**config.mk**
```make
export PLATFORM = sky130hd
export DESIGN_NAME = lru_page_replacement
export DESIGN_NICKNAME = d
export VERILOG_FILES = /design/src/rtl/core/lru_pr_pkg.sv /design/src/rtl/core/lru_page_replacement.sv
export SDC_FILE = /design/constraint.sdc
export NUM_CORES = 1
export LEC_CHECK = 0
export BUFFER_PORTS_ARGS = -buffer_cell sky130_fd_sc_hd__buf_2
export CAP_MARGIN = 10
export CORE_UTILIZATION = 41
export DETAILED_ROUTE_END_ITERATION = 16
export PLACE_DENSITY = 0.58
export SYNTH_ARGS = -nofsm -noshare
export SYNTH_HDL_FRONTEND = slang
export SYNTH_SLANG_ARGS = --single-unit
```
**constraint.sdc**
```tcl
create_clock -name clk -period 6.1 [get_ports clk]
set_input_delay 0.305 -clock clk [delete_from_list [all_inputs] [get_ports clk]]
set_output_delay 0.305 -clock clk [all_outputs]
set_load 0.05 [all_outputs]
```
**src/rtl/core/lru_pr_pkg.sv**
```systemverilog
// Shared widths, word types and reset constants for the LRU page replacement block.
`timescale 1ns / 1ps

package lru_pr_pkg;

	localparam int PAGE_W = 16;
	localparam int TS_W   = 32;
	localparam int FC_W   = 5;
	localparam int FIDX_W = 4;

	typedef logic [PAGE_W-1:0] page_t;
	typedef logic [TS_W-1:0]   ts_t;
	typedef logic [FC_W-1:0]   fc_t;
	typedef logic [FIDX_W-1:0] fidx_t;

	localparam fc_t FRAME_COUNT_RST = 5'd16;
	localparam ts_t TS_MAX          = '1;

endpackage

```
**src/rtl/core/lru_page_replacement.sv**
```systemverilog
// LRU page replacement: timestamped frame table in two memories, one frame scanned per cycle.
`timescale 1ns / 1ps

// One page reference is taken when start is high and busy is low. The block
// scans the searched frames one per cycle through a single read port of the
// page and timestamp memories, looking for a match and for the oldest timestamp
// in the same pass, then writes back the chosen frame. An item holds busy while
// it scans the searched frames (the filled count, at most the effective frame
// count), drains the registered read and writes back; while no frame is filled
// it goes straight to the write-back. Its result word shows on the result
// ports, marked by result_valid for one cycle, in the first cycle with busy low
// again, and a new reference may be started in that same cycle, but not while
// the last one is still in flight. The receiver cannot stall: result_valid marks
// the result word for that one cycle only. frame_count is written through
// cfg_we / cfg_wdata; the user must write it only while the block is idle, which
// the block itself does not enforce. 0 acts as 1 and values above FRAMES act as FRAMES.
module lru_page_replacement #(
	parameter int FRAMES = 16
) (
	input  logic                     clk,
	input  logic                     arst_n,
	// configuration
	input  logic                     cfg_we,
	input  lru_pr_pkg::fc_t          cfg_wdata,
	// command
	input  logic                     start,
	output logic                     busy,
	input  lru_pr_pkg::page_t        page_number,
	// result
	output logic                     result_valid,
	output logic                     hit,
	output lru_pr_pkg::fidx_t        frame_index,
	output logic                     evicted_valid,
	output lru_pr_pkg::page_t        evicted_page,
	output lru_pr_pkg::ts_t          fault_count
);

	localparam int IDX_W = (FRAMES > 1) ? $clog2(FRAMES) : 1;
	localparam int CNT_W = $clog2(FRAMES + 1);
	localparam int NW    = (CNT_W > lru_pr_pkg::FC_W) ? CNT_W : lru_pr_pkg::FC_W;
	localparam logic [NW-1:0] FRAMES_N = NW'(FRAMES);

	localparam logic [1:0] S_IDLE  = 2'd0;
	localparam logic [1:0] S_SCAN  = 2'd1;
	localparam logic [1:0] S_DRAIN = 2'd2;
	localparam logic [1:0] S_WRITE = 2'd3;

	logic [1:0]              state_q;
	lru_pr_pkg::fc_t         frame_count_q;
	logic [CNT_W-1:0]        filled_q;
	lru_pr_pkg::ts_t         ref_cnt_q;
	lru_pr_pkg::ts_t         fault_q;

	lru_pr_pkg::page_t       page_q;
	logic [NW-1:0]           n_q;
	logic [NW-1:0]           valid_q;
	logic [NW-1:0]           addr_q;

	lru_pr_pkg::page_t       pages_mem [FRAMES];
	lru_pr_pkg::ts_t         ts_mem    [FRAMES];

	lru_pr_pkg::page_t       rd_page_s1;
	lru_pr_pkg::ts_t         rd_ts_s1;
	logic [IDX_W-1:0]        rd_idx_s1;
	logic                    rd_vld_s1;

	logic                    hit_q;
	logic [IDX_W-1:0]        hit_idx_q;
	lru_pr_pkg::ts_t         min_ts_q;
	logic [IDX_W-1:0]        min_idx_q;
	lru_pr_pkg::page_t       min_page_q;

	logic                    result_valid_q;
	logic                    hit_out_q;
	lru_pr_pkg::fidx_t       frame_index_q;
	logic                    evicted_valid_q;
	lru_pr_pkg::page_t       evicted_page_q;

	logic                    accept;
	logic [NW-1:0]           fc_ext;
	logic [NW-1:0]           eff_n;
	logic [NW-1:0]           filled_ext;
	logic [NW-1:0]           eff_valid;
	logic                    full;
	logic [IDX_W-1:0]        slot;
	logic [NW-1:0]           slot_ext;
	lru_pr_pkg::ts_t         ts_new;
	logic                    do_write;

	assign accept = start && (state_q == S_IDLE);
	assign busy   = (state_q != S_IDLE);

	// Clamp the frame count into 1..FRAMES and limit the search to filled frames
	assign fc_ext     = NW'(frame_count_q);
	assign filled_ext = NW'(filled_q);
	always_comb begin
		if (fc_ext == '0) begin
			eff_n = NW'(1);
		end else if (fc_ext > FRAMES_N) begin
			eff_n = FRAMES_N;
		end else begin
			eff_n = fc_ext;
		end
		eff_valid = (filled_ext < eff_n) ? filled_ext : eff_n;
	end

	// Pick the frame to update once the scan is done
	assign full     = (filled_ext >= n_q);
	assign do_write = (state_q == S_WRITE);
	always_comb begin
		if (hit_q) begin
			slot = hit_idx_q;
		end else if (full) begin
			slot = min_idx_q;
		end else begin
			slot = filled_ext[IDX_W-1:0];
		end
		slot_ext = NW'(slot);
	end
	assign ts_new = (ref_cnt_q == lru_pr_pkg::TS_MAX) ? ref_cnt_q : ref_cnt_q + 1'b1;

	// Frame memories: one write and one registered read per cycle
	always_ff @(posedge clk) begin
		if (do_write) begin
			ts_mem[slot] <= ts_new;
			if (!hit_q) begin
				pages_mem[slot] <= page_q;
			end
		end
		rd_page_s1 <= pages_mem[addr_q[IDX_W-1:0]];
		rd_ts_s1   <= ts_mem[addr_q[IDX_W-1:0]];
		rd_idx_s1  <= addr_q[IDX_W-1:0];
	end

	always_ff @(posedge clk or negedge arst_n) begin
		if (!arst_n) begin
			rd_vld_s1 <= 1'b0;
		end else begin
			rd_vld_s1 <= (state_q == S_SCAN);
		end
	end

	// Configuration register
	always_ff @(posedge clk or negedge arst_n) begin
		if (!arst_n) begin
			frame_count_q <= lru_pr_pkg::FRAME_COUNT_RST;
		end else if (cfg_we) begin
			frame_count_q <= cfg_wdata;
		end
	end

	// Sequencer: accept, scan, drain the read pipe, write back
	always_ff @(posedge clk or negedge arst_n) begin
		if (!arst_n) begin
			state_q  <= S_IDLE;
			addr_q   <= '0;
			filled_q <= '0;
			ref_cnt_q <= '0;
			fault_q  <= '0;
		end else begin
			case (state_q)
				S_IDLE: begin
					addr_q <= '0;
					if (start) begin
						state_q <= (eff_valid == '0) ? S_WRITE : S_SCAN;
					end
				end
				S_SCAN: begin
					addr_q <= addr_q + 1'b1;
					if (addr_q == valid_q - NW'(1)) begin
						state_q <= S_DRAIN;
					end
				end
				S_DRAIN: begin
					state_q <= S_WRITE;
				end
				S_WRITE: begin
					state_q   <= S_IDLE;
					ref_cnt_q <= ts_new;
					if (!hit_q) begin
						if (fault_q != lru_pr_pkg::TS_MAX) begin
							fault_q <= fault_q + 1'b1;
						end
						if (!full) begin
							filled_q <= filled_q + 1'b1;
						end
					end
				end
				default: begin
					state_q <= S_IDLE;
				end
			endcase
		end
	end

	// Latch the command word
	always_ff @(posedge clk) begin
		if (accept) begin
			page_q  <= page_number;
			n_q     <= eff_n;
			valid_q <= eff_valid;
		end
	end

	// Track first match and oldest frame as read data arrives
	always_ff @(posedge clk or negedge arst_n) begin
		if (!arst_n) begin
			hit_q <= 1'b0;
		end else if (accept) begin
			hit_q <= 1'b0;
		end else if (rd_vld_s1 && !hit_q && rd_page_s1 == page_q) begin
			hit_q <= 1'b1;
		end
	end

	always_ff @(posedge clk) begin
		if (rd_vld_s1) begin
			if (!hit_q && rd_page_s1 == page_q) begin
				hit_idx_q <= rd_idx_s1;
			end
			if (rd_idx_s1 == '0 || rd_ts_s1 < min_ts_q) begin
				min_ts_q   <= rd_ts_s1;
				min_idx_q  <= rd_idx_s1;
				min_page_q <= rd_page_s1;
			end
		end
	end

	// Result valid strobe, high for one cycle
	always_ff @(posedge clk or negedge arst_n) begin
		if (!arst_n) begin
			result_valid_q <= 1'b0;
		end else begin
			result_valid_q <= do_write;
		end
	end

	always_ff @(posedge clk) begin
		if (do_write) begin
			hit_out_q       <= hit_q;
			frame_index_q   <= slot_ext[lru_pr_pkg::FIDX_W-1:0];
			evicted_valid_q <= !hit_q && full;
			evicted_page_q  <= (!hit_q && full) ? min_page_q : '0;
		end
	end

	assign result_valid  = result_valid_q;
	assign hit           = hit_out_q;
	assign frame_index   = frame_index_q;
	assign evicted_valid = evicted_valid_q;
	assign evicted_page  = evicted_page_q;
	assign fault_count   = fault_q;

`ifndef SYNTH
	a_accept_busy: assert property (@(posedge clk) disable iff (!arst_n)
		accept |=> busy)
		else $error("busy not raised after a command was taken");

	a_single_result: assert property (@(posedge clk) disable iff (!arst_n)
		result_valid |=> !result_valid)
		else $error("result strobe held for more than one cycle");

	a_hit_no_evict: assert property (@(posedge clk) disable iff (!arst_n)
		(result_valid && hit) |-> !evicted_valid)
		else $error("eviction reported on a hit");

	a_evict_page_zero: assert property (@(posedge clk) disable iff (!arst_n)
		(result_valid && !evicted_valid) |-> (evicted_page == '0))
		else $error("evicted page not zero without an eviction");

	a_read_in_flight: assert property (@(posedge clk) disable iff (!arst_n)
		rd_vld_s1 |-> (state_q == S_SCAN || state_q == S_DRAIN))
		else $error("read data returned outside a scan");
`endif

endmodule
```
Yosys cells after proc, flatten, opt, wreduce, memory -nomap -nowiden
Memories as Yosys holds them, arrays and structs flattened. A register that Yosys moved wholly into a read port is not among the register bits.
Index checks and enable logic that the tools add are counted.
{"block": "word_totals", "elab_cells": 80, "ff_bits": 192, "output_inout_bits": 56, "memories": 2, "inputBits": 25, "mem_bits_rw": 768}
{"block": "op_classes", "magnitude_cmp": 4, "mux": 18, "add_sub_neg": 5, "reduce_logical": 19, "bitwise": 2, "eq_ne": 9}
{"memory": "ts_mem", "words": 16, "word_bits": 32, "rd": 1, "rd_clocked_by_memory_dff": 1, "write_ports": 1, "line_no": "lru_page_replacement.sv:60", "text": "lru_pr_pkg::ts_t ts_mem [FRAMES];"}
{"memory": "pages_mem", "words": 16, "word_bits": 16, "rd": 1, "rd_clocked_by_memory_dff": 1, "write_ports": 1, "line_no": "lru_page_replacement.sv:59", "text": "lru_pr_pkg::page_t pages_mem [FRAMES];"}
{"cell": "32-bit by 1-bit adder with 32-bit output, second input constant", "count": 2}
{"cell": "32-bit == test, second input constant", "count": 1}
{"cell": "32-bit < comparator", "count": 1}
{"cell": "32-bit 2-to-1 mux", "count": 1}
{"cell": "32-bit != test, second input constant", "count": 1}
{"cell": "16-bit == test", "count": 1}
{"cell": "5-bit 2-to-1 mux", "count": 3}
{"cell": "5-bit by 1-bit adder with 5-bit output, second input constant", "count": 2}
{"cell": "5-bit zero test", "count": 2}
{"cell": "5-bit one-hot mux with 2 select lines", "count": 1}
{"cell": "4-bit 2-to-1 mux", "count": 2}
{"cell": "2-bit one-hot mux with 4 select lines", "count": 1}
{"cell": "1-bit 2-to-1 mux", "count": 7}
{"cell": "2-bit 2-to-1 mux", "count": 3}
{"cell": "2-bit AND reduction", "count": 3}
{"cell": "3-bit AND reduction", "count": 2}
{"cell": "2-bit nonzero test", "count": 3}
{"cell": "5-bit == test", "count": 1}
{"cell": "5-bit >= comparator", "count": 1}
{"cell": "5-bit > comparator, second input constant", "count": 1}
{"cell": "1-bit logical AND", "count": 5}
{"cell": "5-bit < comparator", "count": 1}
{"cell": "5-bit by 1-bit subtractor with 5-bit output, second input constant", "count": 1}
{"cell": "2-bit == test, second input constant", "count": 2}
{"cell": "other kinds (8)", "count": 9}

Logic depth before layout (Yosys ltp)
Gate-level depths: netlist (run 1).
{"block": "logic_depth", "word_depth": 9, "ltp_mapped": 11}

Worst setup path after synthesis (run 1)
OpenSTA, ideal clock, no wires.
{"block": "synth_timing", "path_kind": "reg2reg", "from": "register min_ts_q[17]", "to": "register min_idx_q[0] (enable)", "setup_time_ps": 534, "arrival_time_ps": 5357, "slack_ps": 210, "stages_incl_launch_ff": 9, "cell_sequence": "edfxtp_1 -> inv_1 -> ha_1 -> a211oi_1 -> o21bai_1 -> a2111o_1 -> a311oi_1 -> o31ai_1 -> o21ai_0"}
{"block": "synth_via", "elab_chain_cells": 3}
{"element": "from (decl)", "line_no": "lru_page_replacement.sv:69", "text": "lru_pr_pkg::ts_t min_ts_q;"}
{"element": "from (signal assigned)", "line_no": "lru_page_replacement.sv:222", "text": "min_ts_q <= rd_ts_s1;"}
{"element": "32-bit < comparator", "line_no": "lru_page_replacement.sv:221", "text": "if (rd_idx_s1 == '0 || rd_ts_s1 < min_ts_q) begin"}
{"element": "1-bit logical OR", "line_no": "lru_page_replacement.sv:221"}
{"element": "2-bit AND reduction (no source line)"}
{"element": "to (signal assigned)", "line_no": "lru_page_replacement.sv:223", "text": "min_idx_q <= rd_idx_s1;"}
{"element": "to (decl)", "line_no": "lru_page_replacement.sv:70", "text": "logic [IDX_W-1:0] min_idx_q;"}
No other way between the ends.
A chain may end at the register's enable or synchronous reset.

Final worst setup path (run 1)
{"block": "layout_timing", "from": "register filled_q[2] (netlist: filled_ext[2])", "to": "memory ts_mem[11][5] (netlist bit) (enable)"}
{"block": "layout_via", "elab_chain_cells": 3}
{"element": "from (decl)", "line_no": "lru_page_replacement.sv:50", "text": "logic [CNT_W-1:0] filled_q;"}
{"element": "from (signal assigned)", "line_no": "lru_page_replacement.sv:185", "text": "filled_q <= filled_q + 1'b1;"}
{"element": "5-bit >= comparator", "line_no": "lru_page_replacement.sv:108", "text": "assign full = (filled_ext >= n_q);"}
{"element": "4-bit 2-to-1 mux", "line_no": "lru_page_replacement.sv:113", "text": "end else if (full) begin"}
{"element": "4-bit 2-to-1 mux", "line_no": "lru_page_replacement.sv:111", "text": "if (hit_q) begin"}
{"element": "net slot[3]", "line_no": "lru_page_replacement.sv:85", "text": "logic [IDX_W-1:0] slot;"}
{"element": "to (decl)", "line_no": "lru_page_replacement.sv:60"}
The timed path passes the listed nets, and every way through them passes these cells.

==> reports/metrics.yaml, run 1 <==
synthesis:
  synth_nets: 2051
  ys_ff_latch: 1008
  yosysUniqueCellTypes: 61
  synth.yosys.seq_area_share_pct: 74.6
  synth_commonest_cells: "872 x edfxtp_1, 240 x mux4_2, 83 x dfrtp_1"
  yosysTopAreaCellShare_pct: 66.6
  syn_area_per_cell_um2: 19.9
  synthCells: 1976
  synth_warnings: 0
  ys_async_sr_fraction_pct: 8.33
  syn-cell-area_um2: 39300
  synth-main-ff-cell: "edfxtp_1"
  synth_edf_count: 872
  yosysMostFrequentCell: "edfxtp_1"
  yosys-top-cells-area: "edfxtp_1 67%, mux4_2 14%, dfrtp_1 5.3%"
  yosys.area.top_type: "edfxtp_1"
power_and_ir_drop:
  p_int_uw: 14500
  p_switching_uw: 6160
  p_per_area_nw_per_um2: 453
  pwr-share-clk_pct: 30.9
  pwr-share-comb_pct: 23.5
  ir_drop_mv: 0.254
  p_seq_share_pct: 45.5
  leakagePower_uw: 0.0157
  switching_share_pct: 29.9
global_routing:
  grt_pass1_vias: 19700
  grt_max_degree: 130
  grt_antenna_before_repair: 9
  gr-total-overflow: 0
  grt_pass1_wl_um: 129000
  grt.total_usage_pct: 17.9
clocking:
  cts_resized: 0
  postCtsSetupRepairBufs: 0
  cts_buffer_depth: 3
  cts_tree: "built"
  hold_buffers: 28
  h-tree-depth: 3
  cts.sinks: 1008
  clkLatencyLatePin_ns: 0.70
  root_buffer: "clkbuf_16"
  clkTransAtPathRegs_ns: 0.06
  cts_inserted_buffers: 104
worst_setup_path:
  r2r_cells: 8
  startpoint_type: "flop"
  cp_data_required_time_ns: 6.37
  worstSetupPathType: "reg -> reg"
  worstReg2RegEnd: "ts_mem[11][5]"
  r2r_slack_ns: 2.07
  endpoint_kind: "flop"
  critPathLaunch: "filled_ext[2]"
  worstReg2RegStart: "filled_ext[2]"
  critical_path.max_fanout: 32
  arrival_ns: 4.30
place:
  io_buffer_count: 80
  hpwl_um: 51300
  place_congestion: 0.791
final_layout:
  antenna_cells: 0
  drive_above_1_share_pct: 26.9
  synthToLayoutAreaGrowth_pct: 15.8
  final_nets: 2235
  fill_cells: 7832
worst_hold_path:
  hold_class: "in -> reg"
  whs_endpoint: "state_q[0]"
  worstHoldPathCells: 4
  hp-start: "start"
run:
  drv_cap: 0
routing:
  ant_nets: 0
  dr.first_iter.drc_count: 1562
  num_vias: 18900
  routed_wl_um: 86000
  drcViolationCount: 0
  vias_per_cell: 5.38
  routedWlPerCell_um: 24.5
  drtPass1Iterations: 5
timing:
  hold_viol: 0
  rsz0062_at_grt: "false"
  period_minus_slack_ns: 4.03
  maxSlewHeadroom_pct: 21.5
  period_share_pct: 66.1
  holdWs_ns: 0.101
  fmax_mhz: 248
  fin_skew_ns: 0.0442
  setup_viol_count_final: 0
  final.setup.tns_ns: 0
  slew_viol_final: 0
  tightest_slew_ns: 1.18
run_status:
  status: "completed"
floorplan:
  start_util_pct: 41.4
  die_h_um: 312
  dieArea_um2: 97200
  fp.dieW_um: 312
  rows: 113
  pin_count: 81
  core_um2: 95000
-- power groups by stage --
stage                     registers (uW)  logic [uW]  clock network, uW
final                               9390        4860               6380
after global routing                9490        5260               6790
after CTS                           9400        4950               6540
after detailed placement            9540        4920                  0
after global placement              9490        4870                  0
after floorplan                     9590        3100                  0
-- worst max path at each step --
stage / to / slack, ns / cells past startpoint
2_1_floorplan: min_idx_q[0] / 0.21 / 8
3_3_place_gp: ts_mem[11][12] / 2.19 / 8
3_5_place_dp: ts_mem[11][12] / 2.14 / 8
4_1_cts: ts_mem[11][24] / 2.10 / 8
5_1_grt: ts_mem[11][24] / 1.77 / 8
6_report: ts_mem[11][5] / 2.07 / 8
-- state kept, by name (all words and copies together), names as in the netlist, 5 cells and up --
register      flops
ts_mem          512
pages_mem       256
fault_count      32
min_ts_q         32
rd_ts_s1         32
ref_cnt_q        32
evicted_page     16
min_page_q       16
page_q           16
rd_page_s1       16
addr_q            5
fc_ext            5
filled_ext        5
n_q               5
valid_q           5
-- routing by layer --
layer  GRT usage [%]  vias up  share of wire [%]
met2            27.6      498                 47
met1            26.0    10000                 45
li1                -     8293                  -
met5               0        -                  0
met3            3.17      113                5.7
met4            5.26        0                2.0
-- cells in the final DEF, fill, tap and decap left out, drive strengths merged, types with 3 or more instances in the layout --
cell / netlist / layout
mux4: 240 / 240
mux2i: 7 / 7
nor4: 11 / 11
mux2: 14 / 14
bufinv: 0 / 7
a31oi: 3 / 3
a21o: 3 / 3
edfxtp: 872 / 872
dfxtp: 52 / 52
xnor2: 50 / 50
nor2b: 11 / 11
o22ai: 11 / 11
nand2b: 9 / 9
o21ai: 41 / 41
dlygate4sd3: 0 / 28
dfrtp: 83 / 83
and3: 10 / 10
nand3: 31 / 31
a21oi: 19 / 19
nand2: 62 / 62
or2: 3 / 3
inv: 56 / 60
xor2: 59 / 59
nor3: 21 / 21
clkbuf: 50 / 148
o21a: 3 / 3
o32ai: 3 / 3
nand4: 36 / 36
and4: 6 / 6
buf: 32 / 132
nor3b: 5 / 5
nor2: 72 / 72
clkinv: 0 / 38
ha: 50 / 50
nand4b: 3 / 3
and2: 25 / 25
-- cell type report --
cell class	instances	area, um2	area share (%)
Sequential cell	1008	29300	64.4
Multi-Input combinational cell	830	9790	21.5
Clock buffer	148	2980	6.55
Tap cell	1265	1580	3.48
Timing Repair Buffer	160	1110	2.44
Clock inverter	49	515	1.13
Inverter	56	210	0.462
-- worst max-delay path, cell delays in order (launching register included) --
cell and delay (ns):
dfrtp_1 0.62, ha_1 0.33, a21o_1 0.18, a31oi_1 0.15, o21ai_1 0.10, buf_4 0.21, mux2i_1 0.24, o21ai_0 0.73
a31o_2 1.02
-- metrics by stage --
step | area, um2 | worst slack, ns | cells | total power [uW] | utilization [%]
global route | 45500 | 1.77 | 3516 | 21500 | 47.9
detailed placement | 41800 | 2.14 | 3290 | 14500 | 43.9
global placement | 41800 | 2.19 | 3290 | 14400 | 43.9
floorplan | 39300 | 0.210 | 1976 | 12700 | -
CTS | 45500 | 2.10 | 3515 | 20900 | 47.9
finish | 45500 | 2.07 | 3516 | 20600 | 47.9
-- cells by family after synthesis --
family,synth area share [%]
compound gates,1.56
xor+xnor,2.43
fa+ha+maj,1.59
buf+inv,1.42
flops,74.6
mux,14.3
simple gates,4.10
(Power assumes the default switching activity.)
==> run 2: changes to the inputs <==
- ABC_AREA: not set -> 1
- clock period: 6.1 -> 3.6 ns (I/O delays scaled with it)
==> reports/metrics.yaml, run 2 <==
floorplan:
  pin_count: 81  # unchanged
  dieArea_um2: 101000  # was 97200 um2
  core_um2: 98900  # was 95000 um2
  rows: 115  # was 113
  die_h_um: 319  # was 312 um
  start_util_pct: 41.6  # was 41.4%
  fp.dieW_um: 319  # was 312 um
synthesis:
  yosysTopAreaCellShare_pct: 63.7  # was 66.6%
  ys_async_sr_fraction_pct: 8.33  # unchanged
  synth-adder-area-share_pct: 1.52  # was 1.59%
  syn-cell-area_um2: 41100  # was 39300 um2
  synth_compound_area_share_pct: 8.39  # was 1.56%
  synth_top_family_by_area: "simple AND/OR/NAND/NOR gates"  # was multiplexers
  synth_commonest_cells: "872 x edfxtp_1, 423 x nor2_1, 318 x nand2_1"  # was 872 x edfxtp_1, 240 x mux4_2, 83 x dfrtp_1
  ys_ff_latch: 1008  # unchanged
  yosysUniqueCellTypes: 53  # was 61
  synthCells: 3121  # was 1976
  synth-main-ff-cell: "edfxtp_1"  # unchanged
  synth_edf_count: 872  # unchanged
  synthMuxAreaShare_pct: 3.53  # was 14.3%
  yosys-top-cells-area: "edfxtp_1 64%, dfrtp_1 5.1%, nor2_1 3.9%"  # was edfxtp_1 67%, mux4_2 14%, dfrtp_1 5.3%
  yosysMostFrequentCell: "edfxtp_1"  # unchanged
  yosys.area.top_type: "edfxtp_1"  # unchanged
  synth_nets: 3196  # was 2051
  synth.yosys.seq_area_share_pct: 71.4  # was 74.6%
  yosys.area_share.simple_pct: 10.5  # was 4.10%
  syn_area_per_cell_um2: 13.2  # was 19.9 um2
  synth_warnings: 0  # unchanged
  synth-xor-area-share_pct: 1.04  # was 2.43%
clocking:
  clkTransAtPathRegs_ns: 0.06  # about the same
  cts_buffer_depth: 3  # unchanged
  clkLatencyLatePin_ns: 0.69  # was 0.70 ns
  cts_resized: 0  # unchanged
  root_buffer: "clkbuf_16"  # unchanged
  postCtsSetupRepairBufs: 0  # unchanged
  cts_inserted_buffers: 104  # unchanged
  hold_buffers: 33  # was 28
  cts.sinks: 1008  # unchanged
  h-tree-depth: 3  # unchanged
  cts_tree: "built"  # unchanged
timing:
  tightest_slew_ns: 1.05  # was 1.18 ns
  fin_skew_ns: 0.0216  # was 0.0442 ns
  period_share_pct: 86.7  # was 66.1%
  hold_viol: 0  # unchanged
  fmax_mhz: 320  # was 248 MHz
  slew_viol_final: 0  # unchanged
  setup_viol_count_final: 0  # unchanged
  final.setup.tns_ns: 0  # unchanged
  period_minus_slack_ns: 3.12  # was 4.03 ns
  rsz0062_at_grt: "false"  # unchanged
  maxSlewHeadroom_pct: 30.1  # was 21.5%
place:
  hpwl_um: 58300  # was 51300 um
  place_congestion: 0.846  # was 0.791
  io_buffer_count: 80  # unchanged
routing:
  vias_per_cell: 5.39  # was 5.38
  num_vias: 25000  # was 18900
  drcViolationCount: 0  # unchanged
  dr.first_iter.drc_count: 2221  # was 1562
  ant_nets: 0  # unchanged
  drtPass1Iterations: 6  # was 5
  routedWlPerCell_um: 21.2  # was 24.5 um
  routed_wl_um: 98300  # was 86000 um
final_layout:
  largest_registers: "ts_mem (512), pages_mem (256)"  # unchanged
  antenna_cells: 0  # unchanged
  mostFrequentLayoutCells: "872 x edfxtp_1, 400 x nor2_1, 318 x nand2_1, 254 x o21ai_0, 188 x inv_1"  # was 872 x edfxtp_1, 240 x mux4_2, 106 x clkbuf_16, 79 x dfrtp_1, 79 x buf_2
  drive_above_1_share_pct: 12.2  # was 26.9%
  synthToLayoutAreaGrowth_pct: 14.9  # was 15.8%
  final_nets: 3329  # was 2235
  largest_reg_flops: 512  # unchanged
  largest_register: "ts_mem"  # unchanged
  final_common_cell: "edfxtp_1"  # unchanged
global_routing:
  grt.total_usage_pct: 19.3  # was 17.9%
  grt_max_degree: 147  # was 130
  grt_pass1_wl_um: 149000  # was 129000 um
  grt_pass1_vias: 24200  # was 19700
  gr-total-overflow: 0  # unchanged
  grt_antenna_before_repair: 3  # was 9
power_and_ir_drop:
  leakagePower_uw: 0.0161  # was 0.0157 uW
  power_uw: 35100  # was 20600 uW
  p_per_area_nw_per_um2: 744  # was 453 nW/um2
  ir_drop_mv: 0.462  # was 0.254 mV
worst_setup_path:
  critical_path.max_fanout: 14  # was 32
  endpoint_kind: "flop"  # unchanged
  arrival_ns: 3.49  # was 4.30 ns
  startpoint_type: "flop"  # unchanged
  worstSetupPathType: "reg -> reg"  # unchanged
  cp_data_required_time_ns: 3.97  # was 6.37 ns
run_status:
  status: "completed"  # unchanged
run:
  drv_cap: 0  # unchanged
worst_hold_path:
  hold_class: "in -> async"  # was in -> reg
[run 2: changes by cell type after synthesis, moves of 33 or more]
cell      before  now
o21ai_0       38  255
o221ai_1       0  145
mux2i_1        7  145
o32ai_1        3   36
clkbuf_1      50   95
inv_1         56  189
nor2_1        71  423
nand3_1       29   96
o211ai_1       0   37
xnor2_1       50   17
mux4_2       240    0
nand2_1       62  318
[run 2: power by group]
part | switching [uW] | internal (uW)
clock | 4430 | 6170
sequential | 934 | 14800
combinational | 6160 | 2590
[run 2: path summary, 6_finish.rpt]
kind	slack (ns)	to	cells past startpoint	from
setup reg to reg	0.48	ts_mem[8][16]	12	filled_ext[2]
max in group asynchronous	2.89	ref_cnt_q[0]	3	arst_n
hold / removal	0.02	fault_count[23]	2	arst_n
hold reg to reg	0.44	min_ts_q[7]	0	rd_ts_s1[7]
setup / recovery	0.48	ts_mem[8][16]	12	filled_ext[2]
min in group clk	0.21	page_q[6]	2	page_number[6]
[run 2: cell families after synthesis]
group / Yosys count
flops: 1008
fa+ha+maj: 50
xor+xnor: 49
simple gates: 985
mux: 145
buf+inv: 362
compound gates: 522
[run 2: through the flow]
| step | setup WS, ns | utilization, % | std cells | hold WS (ns) | area, um2 |
|---|---|---|---|---|---|
| after floorplan | 0.0774 | - | 3121 | -0.116 | 41100 |
| after CTS | 0.461 | 47.7 | 4632 | 0.00252 | 47200 |
| after global routing | 0.297 | 47.7 | 4632 | 0.0402 | 47200 |
| final | 0.479 | 47.7 | 4632 | 0.0222 | 47200 |
| after global placement | 0.525 | 44.0 | 4402 | 0.210 | 43500 |
| after detailed placement | 0.494 | 44.0 | 4402 | 0.214 | 43500 |
[run 2: worst max-delay path, cell delays in order (launching register included)]
cell	delay, ns
dfrtp_1	0.44
ha_1	0.34
a21o_1	0.22
a21oi_4	0.14
nand3_4	0.16
nor2_4	0.16
nand2_1	0.08
nand3_2	0.12
inv_2	0.09
nor2_8	0.10
nand2_2	0.15
nor2_4	0.46
buf_4	0.32
[run 2: per-layer routing]
metal | track usage, % | vias up | wire length [um]
li1 | - | 11700 | -
met1 | 28.1 | 12400 | 45400
met2 | 30.1 | 734 | 44700
met3 | 2.90 | 140 | 6030
met4 | 5.54 | 0 | 2110
met5 | 0 | - | 0
[run 2: final cells by class]
| type | instances | area [um2] |
|---|---|---|
| Tap cell | 1287 | 1610 |
| Multi-Input combinational cell | 1751 | 10500 |
| Timing Repair Buffer | 189 | 1640 |
| Sequential cell | 1008 | 29300 |
| Clock inverter | 34 | 372 |
| Clock buffer | 163 | 3010 |
| Fill cell | 8562 | 51700 |
| Inverter | 200 | 758 |
